===== src/sv/ssr_pkg.sv =====
// ----------------------------------------------------------------------------
// ssr_pkg
// Shared constants, codes and pipeline word types for the strided slice
// resolver.
// ----------------------------------------------------------------------------
`default_nettype none

package ssr_pkg;

  // width the resolved index is wrapped at before its low 32 bits are taken
  localparam int INDEX_WIDTH = 32;

  // one divider cell per quotient bit
  localparam int DIV_BITS = 32;

  localparam logic [30:0] COUNT_MAX = 31'h7FFF_FFFF;

  typedef enum logic [1:0] {
    ST_OK          = 2'd0,
    ST_ZERO_STEP   = 2'd1,
    ST_UNBOUNDED   = 2'd2,
    ST_START_UNDEF = 2'd3
  } status_t;

  // fields that ride along the divider chain untouched
  typedef struct packed {
    logic signed [31:0] idx;
    logic               inb;
    status_t            status;
    logic               zero_cnt;
  } ssr_side_t;

  // word handed from cell to cell
  typedef struct packed {
    logic [DIV_BITS-1:0] rem;
    logic [DIV_BITS-1:0] dq;
    logic [DIV_BITS-1:0] den;
    ssr_side_t           side;
  } ssr_div_t;

endpackage

`default_nettype wire


===== src/sv/ssr_in_if.sv =====
// ----------------------------------------------------------------------------
// ssr_in_if
// Descriptor channel: valid/ready handshake with the range descriptor word.
// ----------------------------------------------------------------------------
`default_nettype none

interface ssr_in_if;
  logic               valid;
  logic               ready;
  logic signed [31:0] range_start;
  logic               start_absent;
  logic signed [31:0] range_stop;
  logic               stop_absent;
  logic signed [31:0] range_step;
  logic               step_absent;
  logic               closed_end;
  logic               have_target;
  logic [30:0]        target_length;
  logic [30:0]        element_number;

  modport source (
    output valid, range_start, start_absent, range_stop, stop_absent,
           range_step, step_absent, closed_end, have_target, target_length,
           element_number,
    input  ready
  );

  modport sink (
    input  valid, range_start, start_absent, range_stop, stop_absent,
           range_step, step_absent, closed_end, have_target, target_length,
           element_number,
    output ready
  );
endinterface

`default_nettype wire


===== src/sv/ssr_prep.sv =====
// ----------------------------------------------------------------------------
// ssr_prep
// Two-stage front end: resolves bounds, multiplies, forms the index and the
// divider operands for the cell chain.
// ----------------------------------------------------------------------------
`default_nettype none

module ssr_prep import ssr_pkg::*; (
  input  wire logic  clk,
  input  wire logic  rst_n,
  ssr_in_if.sink     in_ch,
  output ssr_div_t   out_data,
  output logic       out_valid,
  input  wire logic  out_ready
);

  typedef struct packed {
    logic signed [31:0] s;
    logic signed [31:0] e;
    logic               neg;
    logic               closed;
    logic               tgt;
    logic [30:0]        len;
    logic [31:0]        mag;
    logic signed [62:0] prod;
    status_t            status;
  } s1_t;

  s1_t        s1_r, s1_nxt;
  logic       s1_valid_r;
  ssr_div_t   s2_r, s2_nxt;
  logic       s2_valid_r;
  logic       s1_ready, s2_ready;

  logic signed [31:0] step_c, len_c, s_base, e_base;
  logic               zero_c, neg_c;

  logic signed [31:0] a_c, b_c;
  logic signed [32:0] diff_c;
  logic signed [63:0] sum_c;
  logic signed [INDEX_WIDTH-1:0] idx_w;
  logic signed [63:0] idx_x;
  logic               inb_c, force_c;

  // stage handshake, bubbles collapse
  assign s2_ready    = !s2_valid_r || out_ready;
  assign s1_ready    = !s1_valid_r || s2_ready;
  assign in_ch.ready = s1_ready;
  assign out_valid   = s2_valid_r;
  assign out_data    = s2_r;

  // stage 1: defaults, target wrap of negative bounds, product
  always_comb begin
    step_c = in_ch.step_absent ? 32'sd1 : in_ch.range_step;
    zero_c = (step_c == 32'sd0);
    neg_c  = step_c[31];
    len_c  = signed'({1'b0, in_ch.target_length});

    if (in_ch.start_absent) begin
      s_base = neg_c ? len_c - 32'sd1 : 32'sd0;
    end else begin
      s_base = in_ch.range_start;
    end
    if (in_ch.stop_absent) begin
      e_base = neg_c ? (in_ch.closed_end ? 32'sd0 : -32'sd1) : len_c;
    end else begin
      e_base = in_ch.range_stop;
    end

    s1_nxt.s      = (in_ch.have_target && s_base[31]) ? s_base + len_c : s_base;
    s1_nxt.e      = (in_ch.have_target && e_base[31] && !in_ch.stop_absent)
                    ? e_base + len_c : e_base;
    s1_nxt.neg    = neg_c;
    s1_nxt.closed = in_ch.closed_end;
    s1_nxt.tgt    = in_ch.have_target;
    s1_nxt.len    = in_ch.target_length;
    s1_nxt.mag    = neg_c ? 32'(-step_c) : 32'(step_c);
    s1_nxt.prod   = 63'(signed'({1'b0, in_ch.element_number})) * 63'(step_c);

    priority if (zero_c) begin
      s1_nxt.status = ST_ZERO_STEP;
    end else if (neg_c && !in_ch.have_target && in_ch.start_absent) begin
      s1_nxt.status = ST_START_UNDEF;
    end else if (!neg_c && !in_ch.have_target && in_ch.stop_absent) begin
      s1_nxt.status = ST_UNBOUNDED;
    end else begin
      s1_nxt.status = ST_OK;
    end
  end

  // stage 2: distance with open/closed folded into the carry, index sum
  always_comb begin
    a_c    = s1_r.neg ? s1_r.s : s1_r.e;
    b_c    = s1_r.neg ? s1_r.e : s1_r.s;
    diff_c = 33'(a_c) + 33'(~b_c) + 33'(s1_r.closed);

    sum_c  = 64'(s1_r.s) + 64'(s1_r.prod);
    idx_w  = sum_c[INDEX_WIDTH-1:0];
    idx_x  = 64'(idx_w);
    inb_c  = s1_r.tgt && !idx_x[63] && ($unsigned(idx_x) < 64'(s1_r.len));

    force_c = (s1_r.status == ST_ZERO_STEP) || (s1_r.status == ST_START_UNDEF);

    s2_nxt.rem           = '0;
    s2_nxt.dq            = diff_c[31:0];
    s2_nxt.den           = s1_r.mag;
    s2_nxt.side.idx      = force_c ? 32'sd0 : idx_x[31:0];
    s2_nxt.side.inb      = force_c ? 1'b0 : inb_c;
    s2_nxt.side.status   = s1_r.status;
    s2_nxt.side.zero_cnt = diff_c[32] || (s1_r.status != ST_OK);
  end

  // valid flags
  always_ff @(posedge clk) begin
    if (!rst_n) begin
      s1_valid_r <= 1'b0;
      s2_valid_r <= 1'b0;
    end else begin
      if (s1_ready) s1_valid_r <= in_ch.valid;
      if (s2_ready) s2_valid_r <= s1_valid_r;
    end
  end

  // payload
  always_ff @(posedge clk) begin
    if (s1_ready && in_ch.valid) s1_r <= s1_nxt;
    if (s2_ready && s1_valid_r)  s2_r <= s2_nxt;
  end

endmodule

`default_nettype wire


===== src/flat_wrapper.sv =====
// flat-port wrapper written by rule: the top's interface ports become plain ports
module ssr_prep_flat import ssr_pkg::*;
  (clk, rst_n, out_data, out_valid, out_ready, in_ch_valid, in_ch_range_start, in_ch_start_absent, in_ch_range_stop, in_ch_stop_absent, in_ch_range_step, in_ch_step_absent, in_ch_closed_end, in_ch_have_target, in_ch_target_length, in_ch_element_number, in_ch_ready);
  ssr_in_if in_ch_i ();
  input  wire logic clk;
  input  wire logic rst_n;
  output ssr_div_t out_data;
  output logic out_valid;
  input  wire logic out_ready;
  input wire logic [$bits(in_ch_i.valid)-1:0] in_ch_valid;
  input wire logic [$bits(in_ch_i.range_start)-1:0] in_ch_range_start;
  input wire logic [$bits(in_ch_i.start_absent)-1:0] in_ch_start_absent;
  input wire logic [$bits(in_ch_i.range_stop)-1:0] in_ch_range_stop;
  input wire logic [$bits(in_ch_i.stop_absent)-1:0] in_ch_stop_absent;
  input wire logic [$bits(in_ch_i.range_step)-1:0] in_ch_range_step;
  input wire logic [$bits(in_ch_i.step_absent)-1:0] in_ch_step_absent;
  input wire logic [$bits(in_ch_i.closed_end)-1:0] in_ch_closed_end;
  input wire logic [$bits(in_ch_i.have_target)-1:0] in_ch_have_target;
  input wire logic [$bits(in_ch_i.target_length)-1:0] in_ch_target_length;
  input wire logic [$bits(in_ch_i.element_number)-1:0] in_ch_element_number;
  output wire logic [$bits(in_ch_i.ready)-1:0] in_ch_ready;
  assign in_ch_i.valid = in_ch_valid;
  assign in_ch_i.range_start = in_ch_range_start;
  assign in_ch_i.start_absent = in_ch_start_absent;
  assign in_ch_i.range_stop = in_ch_range_stop;
  assign in_ch_i.stop_absent = in_ch_stop_absent;
  assign in_ch_i.range_step = in_ch_range_step;
  assign in_ch_i.step_absent = in_ch_step_absent;
  assign in_ch_i.closed_end = in_ch_closed_end;
  assign in_ch_i.have_target = in_ch_have_target;
  assign in_ch_i.target_length = in_ch_target_length;
  assign in_ch_i.element_number = in_ch_element_number;
  assign in_ch_ready = in_ch_i.ready;
  ssr_prep u_core (.clk(clk), .rst_n(rst_n), .in_ch(in_ch_i), .out_data(out_data), .out_valid(out_valid), .out_ready(out_ready));
endmodule

===== config.mk =====
export PLATFORM = sky130hd
export DESIGN_NAME = ssr_prep_flat
export DESIGN_NICKNAME = d
export VERILOG_FILES = /design/src/sv/ssr_pkg.sv /design/src/sv/ssr_in_if.sv /design/src/sv/ssr_prep.sv /design/src/flat_wrapper.sv
export SDC_FILE = /design/constraint.sdc
export NUM_CORES = 2
export LEC_CHECK = 0
export ABC_AREA = 1
export BUFFER_PORTS_ARGS = -buffer_cell sky130_fd_sc_hd__buf_2
export CAP_MARGIN = 20
export CORE_MARGIN = 5
export CORE_UTILIZATION = 35
export DETAILED_ROUTE_END_ITERATION = 7
export PLACE_DENSITY = 0.51
export REMOVE_ABC_BUFFERS = 1
export SLEW_MARGIN = 20
export SYNTH_ARGS = -nofsm -noshare
export SYNTH_HDL_FRONTEND = slang
export SYNTH_SLANG_ARGS = --single-unit

===== constraint.sdc =====
create_clock -name clk -period 8.57 [get_ports clk]
set_clock_uncertainty 0.2 [all_clocks]
set_input_delay 0.4285 -clock clk [delete_from_list [all_inputs] [get_ports clk]]
set_output_delay 0.4285 -clock clk [all_outputs]
set_load 0.005 [all_outputs]

# Word level (Yosys, flattened, before mapping)
# Cells that the tools add are included.
# word_totals
latchBits	0
word_cells	68
register_bits	266
ram_bits	0
n_memories	0
mem_bits_ro	0
# classes
bitwise	1
order_cmp	1
shifts	0
n_eq_ne	2
mul	1
div	0
addsub	7
muxes	13
n_reduce_logical	24
# op_table
operator	count
32-bit two-way mux	10
32-bit adder	3
64-bit by 31-bit < comparator with 1-bit output	1
33-bit by 1-bit adder with 33-bit output	1
33-bit adder	1
32-bit NOT with 33-bit output	1
32-bit zero test	1
32-bit by 32-bit multiplier with 32-bit output	1
32-bit negation	1
31-bit by 1-bit subtractor with 32-bit output, second input constant	1
31-bit two-way mux	1
1-bit logical AND	11
1-bit zero test	6
1-bit logical OR	4
2-bit two-way mux	2
2-bit by 1-bit equality test with 1-bit output, second input constant	1
2-bit equality test, second input constant	1
2-bit nonzero test	1
2-bit OR reduction	1

# Longest topological paths before layout
# logic_depth
word_depth	6
depth_mapped	42
mapped_depth_nobuf	39

# Least setup slack after synthesis
# OpenSTA, ideal clock, no wires.
# synth_timing
path_type	input-to-reg
startpoint	input in_ch_step_absent
endpoint	register u_core.s1_r[31] in the netlist's numbering (data pin)
slack_ns	1.208
required_time_ns	8.111
path_stages	33
arrival_time_ns	6.903
cell_sequence	buf_6 -> inv_4 -> buf_12 -> nand2_2 -> clkbuf_1 -> buf_1 -> nor2_1 -> fa_1 -> fa_1 -> fa_1 -> inv_1 -> fa_1 -> inv_1 -> fa_1 -> inv_1 -> fa_1 -> inv_1 -> fa_1 -> fa_1 -> ha_1 -> nand2_1 -> nor2_1 -> inv_1 -> nor3_1 -> nand4_1 -> nand3_1 -> nand2_1 -> nand2_1 -> nand3_1 -> nand2_1 -> nand3_1 -> nand2_1 -> xor2_1
# synth_rtl
element	line	source
start: declaration	flat_wrapper.sv:16	input wire logic [$bits(in_ch_i.step_absent)-1:0] in_ch_step_absent;
end signal: assignment	ssr_prep.sv:126	if (s1_ready && in_ch.valid) s1_r <= s1_nxt;
end: declaration	ssr_prep.sv:29	s1_t s1_r, s1_nxt;

==> run summary <==
Detailed Place HPWL - 104 mm
Starting density of the core - 0.352
CTS tree - done
First-pass GRT wire length - 185 mm
Clock Path Buffers - 3
Maximum vdd drop - 0.358 mV
Syn avg cell area - 7.99 um2
FF-to-FF path depth - 26
Worst-path clk slew - 0.06 ns
DIE AREA - 109000 um2
Placed Area - 38800 um2
# IOs - 301
Netlist cell types - 66
Slew Limit Fails - 0
R2r setup slk - 3.84 ns
Final setup viols - 0
Routed Antenna Nets - 0
Non-Filler Instances - 6169
Fmax - 0.123 GHz
Fill count - 10500
Worst Slack Setup Final - 0.437 ns
Syn. warnings - 0
Share of cells above drive strength 1 - 0.0921
Switching power share of the total - 0.495
Primary FF master, synth - edfxtp_1
Combinational Power Share - 0.711
Largest net degree at the start of global routing - 126
Placed instance count - 6065
Worst-margin pin slew - 0.950 ns
Worst path cell trace - dlygate4sd3_1 -> buf_2 -> inv_1 -> nor2_1 -> inv_1 -> nor2_1 -> fa_1 -> inv_1 -> fa_1 -> fa_1 -> inv_1 -> fa_1 -> inv_1 -> fa_1 -> fa_1 -> fa_1 -> fa_1 -> inv_1 -> ha_1 -> nand2_1 -> nor2_1 -> a2111oi_0 -> o211ai_1 -> xor2_1
Sequential share of power - 0.167
Max_slew headroom - 0.366
Clock power share - 0.122
Vias in the first global route - 31100
HP Start - in_ch_target_length[14]
CP endpoint kind - flip-flop
Cell area after layout - 40300 um2
H-tree lvl count - 2
Sequential share of the synthesized area - 0.223
Setup TNS - 0 ns
Initial antenna violation count - 3
Drt pass-1 iters - 6
Remaining DRCs - 0
Post-Route WL - 123 mm
Gpl congestion - 0.948
Post-synth EDFFs - 264
Reg2reg end - u_core.out_data[3]
Internal - 6.42 mW
Crit path launch type - input pin
Ys async rst share - 0
Seq cells post-synth - 266
Mean routed wirelength per cell - 20.0 um
Pre-CTS WS - 0.167 ns
Storage cell area - 7970 um2
Worst-path fanout max - 8
Final nets - 5657
DR iter-0 viols - 1818
Mapped Cells - 4481
Multi-input logic area - 24100 um2
Die H - 330 um
Area of the core - 102000 um2
Total clock sinks - 266
Num CTS Buffers - 37
RSZ-0062 raised after global routing - no
Mapped Area - 35800 um2
CP required - 8.70 ns
Root buffer cell - clkbuf_16
Post-CTS Setup Inserts - 0
Hold Path Class - in2reg
Later-pin clock latency in the skew report - 0.60 ns
Via count - 30300
Fin crit period - 8.13 ns
Critical-path top delay cell - a2111oi_0
Port bufs - 268
Width of the die - 330 um
Rows - 117
P&R area growth vs syn - 12.5%
Vias per cell - 4.91
WHS Path Cells - 1
Critical path class - in2reg
Fin. Hold Viols - 0
NetSw - 6.30 mW
Worst r2r src - u_core.s1_r[163]
CP arrival - 8.26 ns
Static leakage - 19.8 nW
Congestion Overflow GR - 0
Pwr dens - 316 nW/um2
Largest stage delay, worst path - 0.67 ns
Final Cycle Share - 0.949
Total global-route track usage - 0.224
Most used cell, CP - fa_1
Status - completed
Max-cap violation count - 0
Hold Path Sink - u_core.s1_r[111]
[power groups by stage]
stage	sequential [mW]	combinational, mW	clock [mW]
after floorplan	2.13	6.63	0
after global placement	2.15	9.03	0
after detailed placement	2.15	9.10	0
after CTS	2.13	9.16	1.60
after global routing	2.14	10.5	1.64
final	2.12	9.05	1.55
[critical path, delay by kind of cell]
kind	cells	cell delay (ns)
AOI/OAI and AO/OA	2	1.00
adders and majority gates	9	4.21
xor gates and xnor gates	1	0.22
and+or+nand+nor	4	1.01
buffers and inverters	8	1.38
[layer usage]
layer  track usage  up-vias  share of wire
met5             0        -       0.000097
met4        0.0718        2          0.035
met3        0.0293      180          0.057
met2         0.391      886           0.48
met1         0.290    14600           0.42
li1              -    14600              -
[cell type report]
| cell class | instances | share of cell area |
|---|---|---|
| inverter | 834 | 0.0781 |
| timing repair buffer | 371 | 0.0547 |
| antenna | 1 | 0.0000621 |
| multi-input combinational | 3262 | 0.598 |
| clock buffer | 48 | 0.0251 |
| sequential | 266 | 0.198 |
| clock inverter | 19 | 0.00435 |
| tap | 1368 | 0.0425 |
[sequential cells by signal, summed over array words and instances, names as in the netlist]
signal / cells
u_core.s1_r: 164
u_core.out_data: 100
u_core.out_valid: 1
u_core.s1_valid_r: 1
[how the worst max path moves through the flow]
stage / startpoint / end / cells past startpoint / slack, ns
final: in_ch_range_step[20] / u_core.s1_r[32] / 24 / 0.44
after global routing: in_ch_range_step[17] / u_core.s1_r[32] / 24 / 0.09
after CTS: in_ch_range_step[17] / u_core.s1_r[32] / 24 / 0.51
after detailed placement: in_ch_step_absent / u_core.s1_r[32] / 23 / 0.17
after global placement: in_ch_step_absent / u_core.s1_r[32] / 23 / 0.28
after floorplan: in_ch_step_absent / u_core.s1_r[31] / 29 / 1.41
[repair_timing]
| item | 4_1_cts | 5_1_grt |
|---|---|---|
| hold endpoints to repair | 34 | 0 |
| hold buffers | 36 | 0 |
| resized for setup | 0 | 0 |
[synthesized netlist by cell type, types with 10 or more instances]
library cell / n / share of area
nand2_1: 924 / 0.097
inv_1: 812 / 0.085
nor2_1: 589 / 0.062
fa_1: 413 / 0.23
ha_1: 305 / 0.11
edfxtp_1: 264 / 0.22
o21ai_0: 254 / 0.035
a21oi_1: 193 / 0.027
nand3_1: 129 / 0.018
xor2_1: 119 / 0.029
clkbuf_1: 101 / 0.011
xnor2_1: 52 / 0.013
nor3_1: 45 / 0.0063
buf_4: 33 / 0.0069
nand4_1: 23 / 0.0040
o21bai_1: 19 / 0.0040
a21o_1: 16 / 0.0034
clkinv_1: 13 / 0.0014
o21a_1: 13 / 0.0027
o21ai_1: 11 / 0.0015
nor2_2: 10 / 0.0017
[cells by family (layout without fill, tap and decap cells)]
family          count (synthesis)  in the layout  share of synthesized area
buf+inv                       984           1272                      0.108
mux                             1              1                   0.000280
flops                         266            266                      0.223
fa+ha+maj                     718            718                      0.337
simple gates                 1773           1773                      0.201
other cells                     1             33                   0.000105
xor+xnor                      172            172                     0.0423
compound gates                566            566                     0.0877
[stage by stage]
| stage | power, mW | hold slack [ns] | utilization |
|---|---|---|---|
| finish | 12.7 | 0.0370 | 0.396 |
| detailed placement | 11.3 | 0.205 | 0.381 |
| floorplan | 8.76 | 0.200 | - |
| global placement | 11.2 | 0.201 | 0.381 |
| global route | 14.2 | 0.0216 | 0.396 |
| CTS | 12.9 | 0.00165 | 0.396 |
[cell usage in the layout (no fill, tap or decap), drive strengths merged, types with 3 or more instances in the layout]
master	instances
nand2	933
inv	822
nor2	606
fa	413
buf	335
ha	305
o21ai	265
edfxtp	264
a21oi	193
nand3	131
xor2	119
xnor2	53
clkbuf	48
nor3	47
dlygate4sd3	36
conb	32
clkinv	25
nand4	24
o21bai	19
a21o	16
o21a	13
nor4	10
o31ai	9
or2	8
a31oi	8
nand3b	8
a221oi	8
o211ai	7
a21boi	6
a32o	5
o221ai	4
a211oi	3
bufinv	3
clkinvlp	3
Power figures use the tool's default switching activity.
