<file path="src/sv/ssr_pkg.sv">
// ----------------------------------------------------------------------------
// ssr_pkg
// Shared constants, codes and pipeline word types for the strided slice
// resolver.
// ----------------------------------------------------------------------------
`default_nettype none

package ssr_pkg;

  // width the resolved index is wrapped at before its low 32 bits are taken
  localparam int INDEX_WIDTH = 32;

  // one divider cell per quotient bit
  localparam int DIV_BITS = 32;

  localparam logic [30:0] COUNT_MAX = 31'h7FFF_FFFF;

  typedef enum logic [1:0] {
    ST_OK          = 2'd0,
    ST_ZERO_STEP   = 2'd1,
    ST_UNBOUNDED   = 2'd2,
    ST_START_UNDEF = 2'd3
  } status_t;

  // fields that ride along the divider chain untouched
  typedef struct packed {
    logic signed [31:0] idx;
    logic               inb;
    status_t            status;
    logic               zero_cnt;
  } ssr_side_t;

  // word handed from cell to cell
  typedef struct packed {
    logic [DIV_BITS-1:0] rem;
    logic [DIV_BITS-1:0] dq;
    logic [DIV_BITS-1:0] den;
    ssr_side_t           side;
  } ssr_div_t;

endpackage

`default_nettype wire

</file>
<file path="src/sv/ssr_div_cell.sv">
// ----------------------------------------------------------------------------
// ssr_div_cell
// One restoring-division cell: takes one dividend bit into the remainder,
// produces one quotient bit and passes the word to the next cell.
// ----------------------------------------------------------------------------
`default_nettype none

module ssr_div_cell import ssr_pkg::*; (
  input  wire logic     clk,
  input  wire logic     rst_n,
  input  wire ssr_div_t in_data,
  input  wire logic     in_valid,
  output logic          in_ready,
  output ssr_div_t      out_data,
  output logic          out_valid,
  input  wire logic     out_ready
);

  ssr_div_t           word_r, word_nxt;
  logic               valid_r;
  logic [DIV_BITS:0]   shifted;
  logic [DIV_BITS+1:0] trial;
  logic               ge;

  assign in_ready  = !valid_r || out_ready;
  assign out_valid = valid_r;
  assign out_data  = word_r;

  // shift in the next dividend bit, subtract when the divisor fits
  always_comb begin
    shifted  = {in_data.rem, in_data.dq[DIV_BITS-1]};
    trial    = {1'b0, shifted} - {2'b00, in_data.den};
    ge       = !trial[DIV_BITS+1];
    word_nxt = in_data;
    word_nxt.rem = ge ? trial[DIV_BITS-1:0] : shifted[DIV_BITS-1:0];
    word_nxt.dq  = {in_data.dq[DIV_BITS-2:0], ge};
  end

  always_ff @(posedge clk) begin
    if (!rst_n) begin
      valid_r <= 1'b0;
    end else if (in_ready) begin
      valid_r <= in_valid;
    end
  end

  always_ff @(posedge clk) begin
    if (in_ready && in_valid) word_r <= word_nxt;
  end

endmodule

`default_nettype wire
</file>
<file path="config.mk">
export PLATFORM = sky130hd
export DESIGN_NAME = ssr_div_cell
export DESIGN_NICKNAME = d
export VERILOG_FILES = /design/src/sv/ssr_pkg.sv /design/src/sv/ssr_div_cell.sv
export SDC_FILE = /design/constraint.sdc
export NUM_CORES = 1
export LEC_CHECK = 0
export ABC_AREA = 1
export BUFFER_PORTS_ARGS = -buffer_cell sky130_fd_sc_hd__buf_2
export CAP_MARGIN = 30
export CORE_MARGIN = 1.5
export CORE_UTILIZATION = 50
export CTS_BUF_LIST = sky130_fd_sc_hd__clkbuf_4 sky130_fd_sc_hd__clkbuf_8
export CTS_CLUSTER_DIAMETER = 30
export DETAILED_ROUTE_END_ITERATION = 8
export PLACE_DENSITY = 0.81
export SLEW_MARGIN = 20
export SYNTH_ARGS = -nofsm -noshare
export SYNTH_HDL_FRONTEND = slang
export SYNTH_SLANG_ARGS = --single-unit
</file>
<file path="constraint.sdc">
create_clock -name clk -period 11.25 [get_ports clk]
set_input_delay 2.25 -clock clk [delete_from_list [all_inputs] [get_ports clk]]
set_output_delay 2.25 -clock clk [all_outputs]
set_load 0.02 [all_outputs]
</file>
* Yosys cells after proc, flatten, opt, wreduce, memory -nomap -nowiden
Cells that the tools add are included.
** Word-level totals
- Output and inout port bits :: 134
- Bits in registers :: 133
- Word-level logic and storage cells :: 14
- Input bits :: 136
** Operators by class
- Add/subtract/negate cells :: 1
- Multiplexer cells :: 1
- Reduce and logical (&&, ||, !) cells :: 4
** Operators by type and width (number)
- subtractor 33 x 32 -> 34 bit :: 1
- 2-to-1 mux 32 bit :: 1
- logical NOT 1 bit :: 2
- logical AND 1 bit :: 1
- logical OR 1 bit :: 1

* Logic depth before layout (Yosys ltp)
Gate-level depths: netlist (run 1).
- Depth in word-level cells :: 3
- Gate-level depth with buffers :: 15
- Gate-level depth less buffers :: 15

* Least setup slack after synthesis (run 1)
Ideal clock, no wire load.
- Path type :: input to register
- From :: input in_valid
- To :: register word_r, in the netlist out_data[0] (enable)
- Cell stages on the path :: 2
- Buffers on the path :: 0
- Slack :: 1.941 ns
- Arrival time :: 8.642 ns
- Library setup time :: 0.667 ns
- Required time :: 10.583 ns
- Cells stage by stage :: inv_1 > a21oi_1
** Between the ends
- Word-level cells in the longest chain between the ends :: 1
** Ends and longest elaborated chain
- start, declared :: RTL line ssr_div_cell.sv:12 : input wire logic in_valid,
- logical AND 1 bit :: RTL line ssr_div_cell.sv:48 : if (in_ready && in_valid) word_r <= word_nxt;
- end signal, assigned :: RTL line ssr_div_cell.sv:48
- end, declared :: RTL line ssr_div_cell.sv:19 : ssr_div_t word_r, word_nxt;
Every way passes these cells.
A chain may end at the register's enable or synchronous reset.

* Worst setup path after layout (run 1)
- From :: input out_ready
- To :: output in_ready
** Between the ends
- Word-level cells in the longest chain between the ends :: 1
** Ends and longest elaborated chain
- start, declared :: RTL line ssr_div_cell.sv:16 : input wire logic out_ready
- logical OR 1 bit :: RTL line ssr_div_cell.sv:25 : assign in_ready = !valid_r || out_ready;
- end, declared :: RTL line ssr_div_cell.sv:13 : output logic in_ready,
Every way passes these cells.

==> impl_metrics.env, run 1 <==
export IMPL_cts_root_buf="clkbuf_8"
export IMPL_grt_usage_pct=26.0
export IMPL_rsz0062_at_grt="no"
export IMPL_grt_overflow=0
export IMPL_h_tree_depth=4
export IMPL_fin_nets=1227
export IMPL_clkLatencyLatePin_ps=450
export IMPL_synth_cell_type_count=32
export IMPL_crit_path_end_kind="output pin"
export IMPL_yosysWarningCount=0
export IMPL_worstPathMaxFanout=2
export IMPL_hpwl_um=15400
export IMPL_numPortBuffers=269
export IMPL_clock_sinks=133
export IMPL_drv_slew=0
export IMPL_grt_max_degree=76
export IMPL_max_cap_violations=0
export IMPL_antenna_found_initial=3
export IMPL_syn2layout_area_growth_pct=26.9
export IMPL_core_sq_um=13900
export IMPL_required_ps=9000
export IMPL_first_iter_violations=438
export IMPL_max_freq_ghz=0.203
export IMPL_leakagePower_nw=4.69
export IMPL_finalCritPeriodShare_pct=43.8
export IMPL_wirelength_um=19500
export IMPL_fin_crit_ps=4930
export IMPL_hold_path_class="flop to flop"
export IMPL_grt_pass1_vias=5702
export IMPL_relSlewSlack_pct=37.7
export IMPL_ctsHoldBuffers=0
export IMPL_die_w_um=123
export IMPL_cts_buffers=17
export IMPL_tritoncts="done"
export IMPL_fill_cells=1194
export IMPL_p_per_area_nw_per_um2=142
export IMPL_die_h_um=123
export IMPL_critPathLaunchType="primary input"
export IMPL_tightest_slew_ps=934
export IMPL_cts_resized=0
export IMPL_firstDrtPassIters=5
export IMPL_syn_area_sq_um=7140
export IMPL_fin_skew_ps=9.06
export IMPL_post_cts_repair_setup_buffers=0
export IMPL_worstSetupPathType="primary input to output pin"
export IMPL_synth_seq_cells=133
export IMPL_yosysSeqAreaShare_pct=55.8
export IMPL_die_area_sq_um=15000
export IMPL_rr_worst_depth=3
export IMPL_p_total_w=0.00129
export IMPL_status="completed"
export IMPL_drive_above_1_share_pct=31.2
export IMPL_initial_utilization_pct=51.3
export IMPL_drc=0
export IMPL_synth_fp_nets=946
export IMPL_routedWlPerCell_um=15.6
export IMPL_arrival_ps=2680
export IMPL_ant_nets=0
export IMPL_rows=43
export IMPL_synth_area_per_cell_sq_um=9.19
export IMPL_setup_violations=0
export IMPL_cts_reportedPaths_clkPinSlew_ps=70
export IMPL_vias=6102
export IMPL_place_congestion=0.901
export IMPL_setup_tns_ps=0
export IMPL_grt_pass1_wl_um=29200
export IMPL_peakVddDrop_uv=58.4
export IMPL_cts_max_path_buffers=2
export IMPL_hold_worst_slack_ps=549
export IMPL_vias_per_cell=4.87
export IMPL_whs_path_depth=2
export IMPL_finalHoldViolations=0
export IMPL_io_pins=270
export IMPL_syn_inst=777
-- synth_stat cells --
cell type	n	area, sq um
o21bai_1	3	22.5
nor2_1	40	150
buf_6	2	22.5
buf_4	1	7.51
nor3_2	1	10.0
edfxtp_1	132	3960
buf_12	1	20.0
nand2_2	4	25.0
nand3b_1	5	37.5
a21oi_2	1	8.76
xor2_1	15	131
inv_2	3	11.3
nand3_2	14	140
nor3_1	3	15.0
nand4_1	7	43.8
inv_1	144	541
nand3_1	58	290
buf_2	5	25.0
ha_1	32	400
a21oi_1	19	95.1
and3_1	1	6.26
nor2_2	3	18.8
nand2_4	1	11.3
nor2_4	1	11.3
o21ai_0	1	5.00
dfxtp_1	1	20.0
nand2_1	265	995
a21boi_0	1	7.51
fa_1	1	20.0
or2_2	1	6.26
and2_1	10	62.6
nand2_8	1	20.0
-- cell families (layout without fill, tap and decap cells) --
family,count (synthesis),after routing,synth area share [%]
AOI/OAI and AO/OA,25,25,1.94
xor gates and xnor gates,15,15,1.84
adders and majority gates,33,33,5.88
buffers and inverters,156,450,8.77
DFF,133,133,55.8
other,0,1,0
and+or+nand+nor,415,415,25.8
-- per-stage QoR --
step,util [%],cell area (sq um),std cells,setup WS (ps)
after floorplan,-,7140,777,1940
after detailed placement,62.2,8670,1219,6320
after CTS,65.0,9060,1251,6320
after global placement,62.2,8670,1219,6340
after global routing,65.0,9060,1251,6290
final,65.1,9060,1252,6320
-- placed cells by master (no fill, tap or decap), drive strengths merged --
cell type / n
clkinv: 7
nand3: 72
nor3: 4
edfxtp: 132
and2: 10
nand2: 271
o21bai: 3
or2: 1
and3: 1
xor2: 15
clkbuf: 18
nor2: 44
nand3b: 5
a21boi: 1
buf: 271
diode: 1
fa: 1
bufinv: 2
clkinvlp: 2
o21ai: 1
ha: 32
a21oi: 20
dfxtp: 1
nand4: 7
inv: 150
-- layer usage --
layer  share of wire (%)  GRT usage (%)  wire, um  vias up
met5                0.14              0        27        -
met4                 2.5           9.81       489        4
met3                 8.9           7.95      1750       36
met2                  49           43.9      9510      235
met1                  40           31.3      7780     2769
li1                    -              -         -     3058
-- worst paths after layout --
path	from	end	slack, ps
max	out_ready	in_ready	6320
min	out_valid	out_valid	550
max reg2reg	out_valid	out_data[65]	8890
min reg2reg	out_valid	out_valid	550
-- critical path, stage by stage --
cell and delay (ps):
buf_2 100, inv_1 100, nand2_1 70, buf_2 160
-- where the power goes --
| group | switching (W) | leakage (nW) | internal [W] |
|---|---|---|---|
| logic | 0.000191 | 3.20 | 0.0000959 |
| registers | 0.00000875 | 1.29 | 0.000592 |
| clock network | 0.000198 | 0.199 | 0.000202 |
-- sequential cells by signal (all words and copies together), names as in the netlist --
signal,cells
out_data,132
out_valid,1
-- layout make-up --
cell class | count | area (sq um) | area share [%]
diodes | 1 | 2.50 | 0.0276
clock buffers | 18 | 241 | 2.66
clock inverters | 14 | 154 | 1.70
inverters | 147 | 552 | 6.09
multi-input cells | 488 | 2540 | 28.1
flip-flops and latches | 133 | 3980 | 43.9
well taps | 180 | 225 | 2.48
repair buffers | 271 | 1360 | 15.0
(Power assumes the default switching activity.)
==> run 2, diff against run 1 <==
==> constraint.sdc (replaced) <==
create_clock -name clk -period 4.8 [get_ports clk]
set_input_delay 0.96 -clock clk [delete_from_list [all_inputs] [get_ports clk]]
set_output_delay 0.96 -clock clk [all_outputs]
set_load 0.02 [all_outputs]
==> impl_metrics.env, run 2 (same netlist as run 1, synthesis figures left out) <==
export IMPL_crit_path_end_kind="flop"
export IMPL_max_stage_delay_ps=400
export IMPL_cts_reportedPaths_clkPinSlew_ps=80
export IMPL_setup_violations=0
export IMPL_final_cell_mix="269 x buf_2, 265 x nand2_1, 144 x inv_1"
export IMPL_clock_sinks=133
export IMPL_die_w_um=123
export IMPL_dr_wl_met2_um=10200
export IMPL_stdcell_area_sq_um=9050
export IMPL_numPortBuffers=269
export IMPL_top_layer="met4"
export IMPL_r2r_start="out_valid"
export IMPL_drv_slew=0
export IMPL_seq_area_sq_um=3980
export IMPL_drc=0
export IMPL_initial_utilization_pct=51.3
export IMPL_vias_per_cell=4.85
export IMPL_wl_met3_um=1630
export IMPL_fill_cells=1178
export IMPL_largest_reg_flops=132
export IMPL_cts_buffers=17
export IMPL_cts_resized=0
export IMPL_clkLatencyLatePin_ps=440
export IMPL_vias=6074
export IMPL_rsz0062_at_grt="no"
export IMPL_first_iter_violations=359
export IMPL_grt_usage_pct=27.1
export IMPL_detailed_place_area_sq_um=8690
export IMPL_post_cts_repair_setup_buffers=0
export IMPL_fin_skew_ps=8.35
export IMPL_hold_end="out_valid"
export IMPL_final_common_cell="buf_2"
export IMPL_rows=43
export IMPL_critPathLaunchType="primary input"
export IMPL_rr_worst_depth=2
export IMPL_grt_max_degree=102
export IMPL_die_area_sq_um=15000
export IMPL_cp_slowest_cell="nor2_4"
export IMPL_multi_input_comb_area_sq_um=2540
export IMPL_whs_path_depth=2
export IMPL_max_cap_violations=0
export IMPL_required_ps=5000
export IMPL_drive_above_1_share_pct=31.2
export IMPL_fin_nets=1228
export IMPL_arrival_ps=3050
export IMPL_cts_root_buf="clkbuf_8"
export IMPL_tightest_slew_ps=536
export IMPL_drt_met1_wl_um=7900
export IMPL_place_congestion=0.938
export IMPL_routedWlPerCell_um=16.1
export IMPL_cp_cell_sequence="buf_2, inv_1, ha_1, nand2_1, inv_1, nand2_1, nand2_1, a21oi_2, nor2_1, nor2_4, nand2_8, nand2_1, nand2_1"
export IMPL_die_h_um=123
export IMPL_worstSetupPathType="primary input to flop"
export IMPL_hold_start="out_valid"
export IMPL_p_per_area_nw_per_um2=328
export IMPL_ctsHoldBuffers=0
export IMPL_leakagePower_nw=4.68
export IMPL_h_tree_depth=4
export IMPL_rr_endpoint="out_data[103]"
export IMPL_firstDrtPassIters=7
export IMPL_grt_pass1_vias=5810
export IMPL_finalCritPeriodShare_pct=59.4
export IMPL_grt_overflow=0
export IMPL_finalNonFillerCells=1252
export IMPL_worstPathMaxFanout=34
export IMPL_grt_pass1_wl_um=30200
export IMPL_dp_cells=1220
export IMPL_path_common_cell="nand2_1"
export IMPL_core_sq_um=13900
export IMPL_n_antenna_cell=0
export IMPL_finalHoldViolations=0
export IMPL_max_freq_ghz=0.351
export IMPL_tritoncts="done"
export IMPL_cts_max_path_buffers=2
export IMPL_fin_crit_ps=2850
export IMPL_rrSetupSlack_ps=3380
export IMPL_hpwl_um=16000
export IMPL_setup_tns_ps=0
export IMPL_status="completed"
export IMPL_relSlewSlack_pct=64.2
export IMPL_hold_path_class="flop to flop"
export IMPL_wirelength_um=20200
export IMPL_antenna_found_initial=0
export IMPL_io_pins=270
export IMPL_syn2layout_area_growth_pct=26.7
export IMPL_peakVddDrop_uv=166
export IMPL_ant_nets=0
## run 2: cell count changes in the layout (fill, tap and decap cells not counted)
| cell | delta |
|---|---|
| buf_12 | +1 |
| clkinv_4 | -3 |
| clkinvlp_4 | +1 |
| clkinv_1 | +1 |
| inv_8 | -1 |
| diode_2 | -1 |
| bufinv_16 | -1 |
| inv_6 | +3 |
## run 2: layout make-up
class | instances | share of cell area [%]
Sequential cell | 133 | 44.0
Multi-Input combinational cell | 488 | 28.1
Timing Repair Buffer | 272 | 15.3
Inverter | 147 | 6.10
Clock buffer | 18 | 2.67
Tap cell | 180 | 2.49
Clock inverter | 14 | 1.37
## run 2: worst max-delay path, delay by kind of cell
family | cells | cell delay, ps
compound gates | 1 | 160
simple gates | 8 | 1350
buf+inv | 3 | 200
fa+ha+maj | 1 | 350
## run 2: worst max path at each step
stage,startpoint,end,slack [ps],cells after the start
final,in_data[60],out_data[108],1950,13
after CTS,in_data[60],out_data[117],2020,13
after floorplan,out_ready,out_data[0],1120,2
after global routing,in_data[60],out_data[108],1790,13
after global placement,in_data[53],out_data[100],1600,10
after detailed placement,in_data[60],out_data[117],1540,13
## run 2: power breakdown
part / switching [W] / leakage [nW] / internal [W] / total (W)
clock network: 0.000459 / 0.181 / 0.000418 / 0.000877
registers: 0.0000216 / 1.29 / 0.00139 / 0.00141
logic: 0.000454 / 3.21 / 0.000227 / 0.000681
## run 2: routing by layer
metal  up-vias  global-route usage (%)
met2       223                    48.5
met3        30                    7.53
li1       3055                       -
met1      2766                    31.6
met5         -                       0
met4         0                    7.92
## run 2: per-stage QoR
step                power [W]  utilization, %  worst slack (ps)  hold WS [ps]
floorplan             0.00188               -              1120           764
detailed placement    0.00211            62.3              1540           626
global placement      0.00210            62.3              1600           542
CTS                   0.00298            65.0              2020           637
global route          0.00311            65.0              1790           655
finish                0.00297            65.0              1950           627
==> run 3, diff against run 2 <==
--- a/config.mk
+++ b/config.mk
@@ -5,15 +5,15 @@
 export SDC_FILE = /design/constraint.sdc
 export NUM_CORES = 1
 export LEC_CHECK = 0
-export ABC_AREA = 1
+export ABC_AREA = 0
 export BUFFER_PORTS_ARGS = -buffer_cell sky130_fd_sc_hd__buf_2
 export CAP_MARGIN = 30
 export CORE_MARGIN = 1.5
-export CORE_UTILIZATION = 50
+export CORE_UTILIZATION = 45
 export CTS_BUF_LIST = sky130_fd_sc_hd__clkbuf_4 sky130_fd_sc_hd__clkbuf_8
 export CTS_CLUSTER_DIAMETER = 30
 export DETAILED_ROUTE_END_ITERATION = 8
-export PLACE_DENSITY = 0.81
+export PLACE_DENSITY = 0.79
 export SLEW_MARGIN = 20
 export SYNTH_ARGS = -nofsm -noshare
 export SYNTH_HDL_FRONTEND = slang
==> constraint.sdc (replaced) <==
create_clock -name clk -period 2.3 [get_ports clk]
set_input_delay 0.46 -clock clk [delete_from_list [all_inputs] [get_ports clk]]
set_output_delay 0.46 -clock clk [all_outputs]
set_load 0.02 [all_outputs]
==> impl_metrics.env, run 3 <==
export IMPL_place_congestion=0.933
export IMPL_hpwl_um=14800
export IMPL_dp_cells=1007
export IMPL_yosys_area_top_type_share_pct=61.8
export IMPL_stdcell_area_sq_um=9990
export IMPL_cts_reportedPaths_clkPinSlew_ps=90
export IMPL_worstSetupPathType="primary input to flop"
export IMPL_finalCritPeriodShare_pct=118
export IMPL_setup_tns_ps=-10660
export IMPL_synth_edf_count=132
export IMPL_cp_top_family="simple AND/OR/NAND/NOR gates"
export IMPL_crit_path_end_kind="flop"
export IMPL_antenna_found_initial=2
export IMPL_syn2layout_area_growth_pct=55.7
export IMPL_tritoncts="done"
export IMPL_final_util_pct=71.9
export IMPL_synth_cell_type_count=55
export IMPL_initial_utilization_pct=46.2
export IMPL_core_sq_um=13900
export IMPL_peakVddDrop_uv=371
export IMPL_first_iter_violations=390
export IMPL_rrSetupSlack_ps=880
export IMPL_multi_input_comb_area_sq_um=2550
export IMPL_final_common_cell="buf_2"
export IMPL_path_common_cell="buf_12"
export IMPL_drive_above_1_share_pct=59.1
export IMPL_worstPathMaxFanout=5
export IMPL_max_stage_delay_ps=550
export IMPL_hold_path_class="primary input to flop"
export IMPL_critPathLaunch="in_data[53]"
export IMPL_hold_start="in_data[8]"
export IMPL_tightest_slew_ps=502
export IMPL_syn_inst=459
export IMPL_yosysWarningCount=0
export IMPL_detailed_place_area_sq_um=8880
export IMPL_drv_slew=0
export IMPL_cp_slowest_cell="or4_4"
export IMPL_clkLatencyLatePin_ps=450
export IMPL_max_freq_ghz=0.367
export IMPL_die_w_um=122
export IMPL_yosysTopAreaCell="edfxtp_1"
export IMPL_finalNonFillerCells=1069
export IMPL_violations="negative setup slack"
export IMPL_finalHoldViolations=0
export IMPL_rsz0062_at_grt="yes"
export IMPL_cts_root_buf="clkbuf_8"
export IMPL_ant_nets=0
export IMPL_fin_skew_ps=14.5
export IMPL_grt_usage_pct=26.0
export IMPL_status="finished with violations"
export IMPL_yosysSeqAreaShare_pct=62.1
export IMPL_synth_seq_cells=133
export IMPL_synth_most_common_cell="edfxtp_1"
export IMPL_whs_path_depth=1
export IMPL_synth_area_per_cell_sq_um=14.0
export IMPL_vias=5478
export IMPL_seq_area_sq_um=3980
export IMPL_synth_fp_nets=628
export IMPL_die_h_um=122
export IMPL_h_tree_depth=4
export IMPL_p_total_w=0.00712
export IMPL_final_cell_mix="256 x buf_2, 132 x edfxtp_1, 117 x buf_4"
export IMPL_cts_max_path_buffers=2
export IMPL_grt_overflow=0
export IMPL_firstDrtPassIters=4
export IMPL_numPortBuffers=269
export IMPL_yosys_most_used_dff="edfxtp_1"
export IMPL_fin_nets=1043
export IMPL_drc=0
export IMPL_wirelength_um=20000
export IMPL_fill_cells=903
export IMPL_hold_end="out_data[8]"
export IMPL_fin_crit_ps=2720
export IMPL_required_ps=2490
export IMPL_routedWlPerCell_um=18.7
export IMPL_synthTopCellsByCount="132 x edfxtp_1, 41 x inv_1, 32 x ha_1"
export IMPL_critPathLaunchType="primary input"
export IMPL_rows=43
export IMPL_cp_cell_sequence="buf_6, inv_2, ha_4, and4_4, nand3_4, or4_4, o21bai_4, a21oi_2, a31oi_4, buf_12, buf_12, buf_12, mux2_4"
export IMPL_io_pins=270
export IMPL_setup_violations=31
export IMPL_r2r_start="out_valid"
export IMPL_die_area_sq_um=15000
export IMPL_synth_area_leaders="edfxtp_1 62%, ha_1 6.2%, mux2_4 5.9%"
export IMPL_largest_reg_flops=132
export IMPL_max_cap_violations=0
export IMPL_rr_endpoint="out_data[78]"
export IMPL_grt_pass1_vias=5441
export IMPL_grt_max_degree=59
export IMPL_setup_ws_ps=-423
export IMPL_cts_buffers=17
export IMPL_vias_per_cell=5.12
export IMPL_rr_worst_depth=3
export IMPL_synthArstFlopShare_pct=0
export IMPL_worst_path_buf_inv=5
export IMPL_syn_area_sq_um=6410
export IMPL_grt_pass1_wl_um=28600
export IMPL_leakagePower_nw=4.53
export IMPL_p_per_area_nw_per_um2=713
export IMPL_relSlewSlack_pct=66.2
export IMPL_clock_sinks=133
export IMPL_arrival_ps=2920
-- run 3: what timing repair did --
item,CTS,global route
resized for setup,73,26
buffers inserted,21,10
hold buffers,0,0
endpoints found under the setup margin,33,31
cloned,2,0
pin swaps,25,12
-- run 3: worst max-delay path by stage --
| stage | cells past startpoint | slack [ps] | end |
|---|---|---|---|
| 2_1_floorplan | 12 | -660 | out_data[103] |
| 3_3_place_gp | 14 | -990 | out_data[128] |
| 3_5_place_dp | 14 | -1020 | out_data[128] |
| 4_1_cts | 13 | -300 | out_data[104] |
| 5_1_grt | 13 | -460 | out_data[106] |
| 6_report | 13 | -420 | out_data[104] |
-- run 3: layout make-up --
cell class	count	share of cell area, %
sequential	133	39.9
timing repair buffer	404	26.1
multi-input combinational	277	25.5
clock buffer	17	2.34
tap	180	2.26
clock inverter	15	2.15
inverter	41	1.74
antenna	2	0.0501
-- run 3: cell families after synthesis --
logic type / share of synthesized area (%)
adder cells (fa/ha/maj): 6.55
buffers and inverters: 3.69
flip-flops: 62.1
AO/OA/AOI/OAI: 10.6
multiplexers: 7.14
XOR/XNOR: 3.28
AND/OR/NAND/NOR: 6.69
-- run 3: metal layers --
metal  up-vias  share of wire, %  wire length (um)  track usage (%)
li1       2568                 -                 -                -
met1      2618                37              7350             28.6
met2       247                52             10400             46.3
met3        43               8.3              1660             8.09
met4         2               2.8               569             11.2
met5         -             0.050                10                0
-- run 3: worst register-to-register path: stages, from the launching register on --
cell	delay [ps]
dfxtp_1	310
nand2b_1	100
and2_4	330
buf_12	340
-- run 3: power breakdown --
group	internal, W	switching (W)	leakage (nW)
Clock	0.00121	0.00102	0.228
Combinational	0.000954	0.000978	3.02
Sequential	0.00290	0.0000525	1.28
Total	0.00507	0.00205	4.53
-- run 3: through the flow --
step / hold slack (ps) / worst slack (ps)
after floorplan: 559 / -659
after global placement: 505 / -993
after detailed placement: 545 / -1020
after CTS: 142 / -300
after global routing: 149 / -455
final: 179 / -423
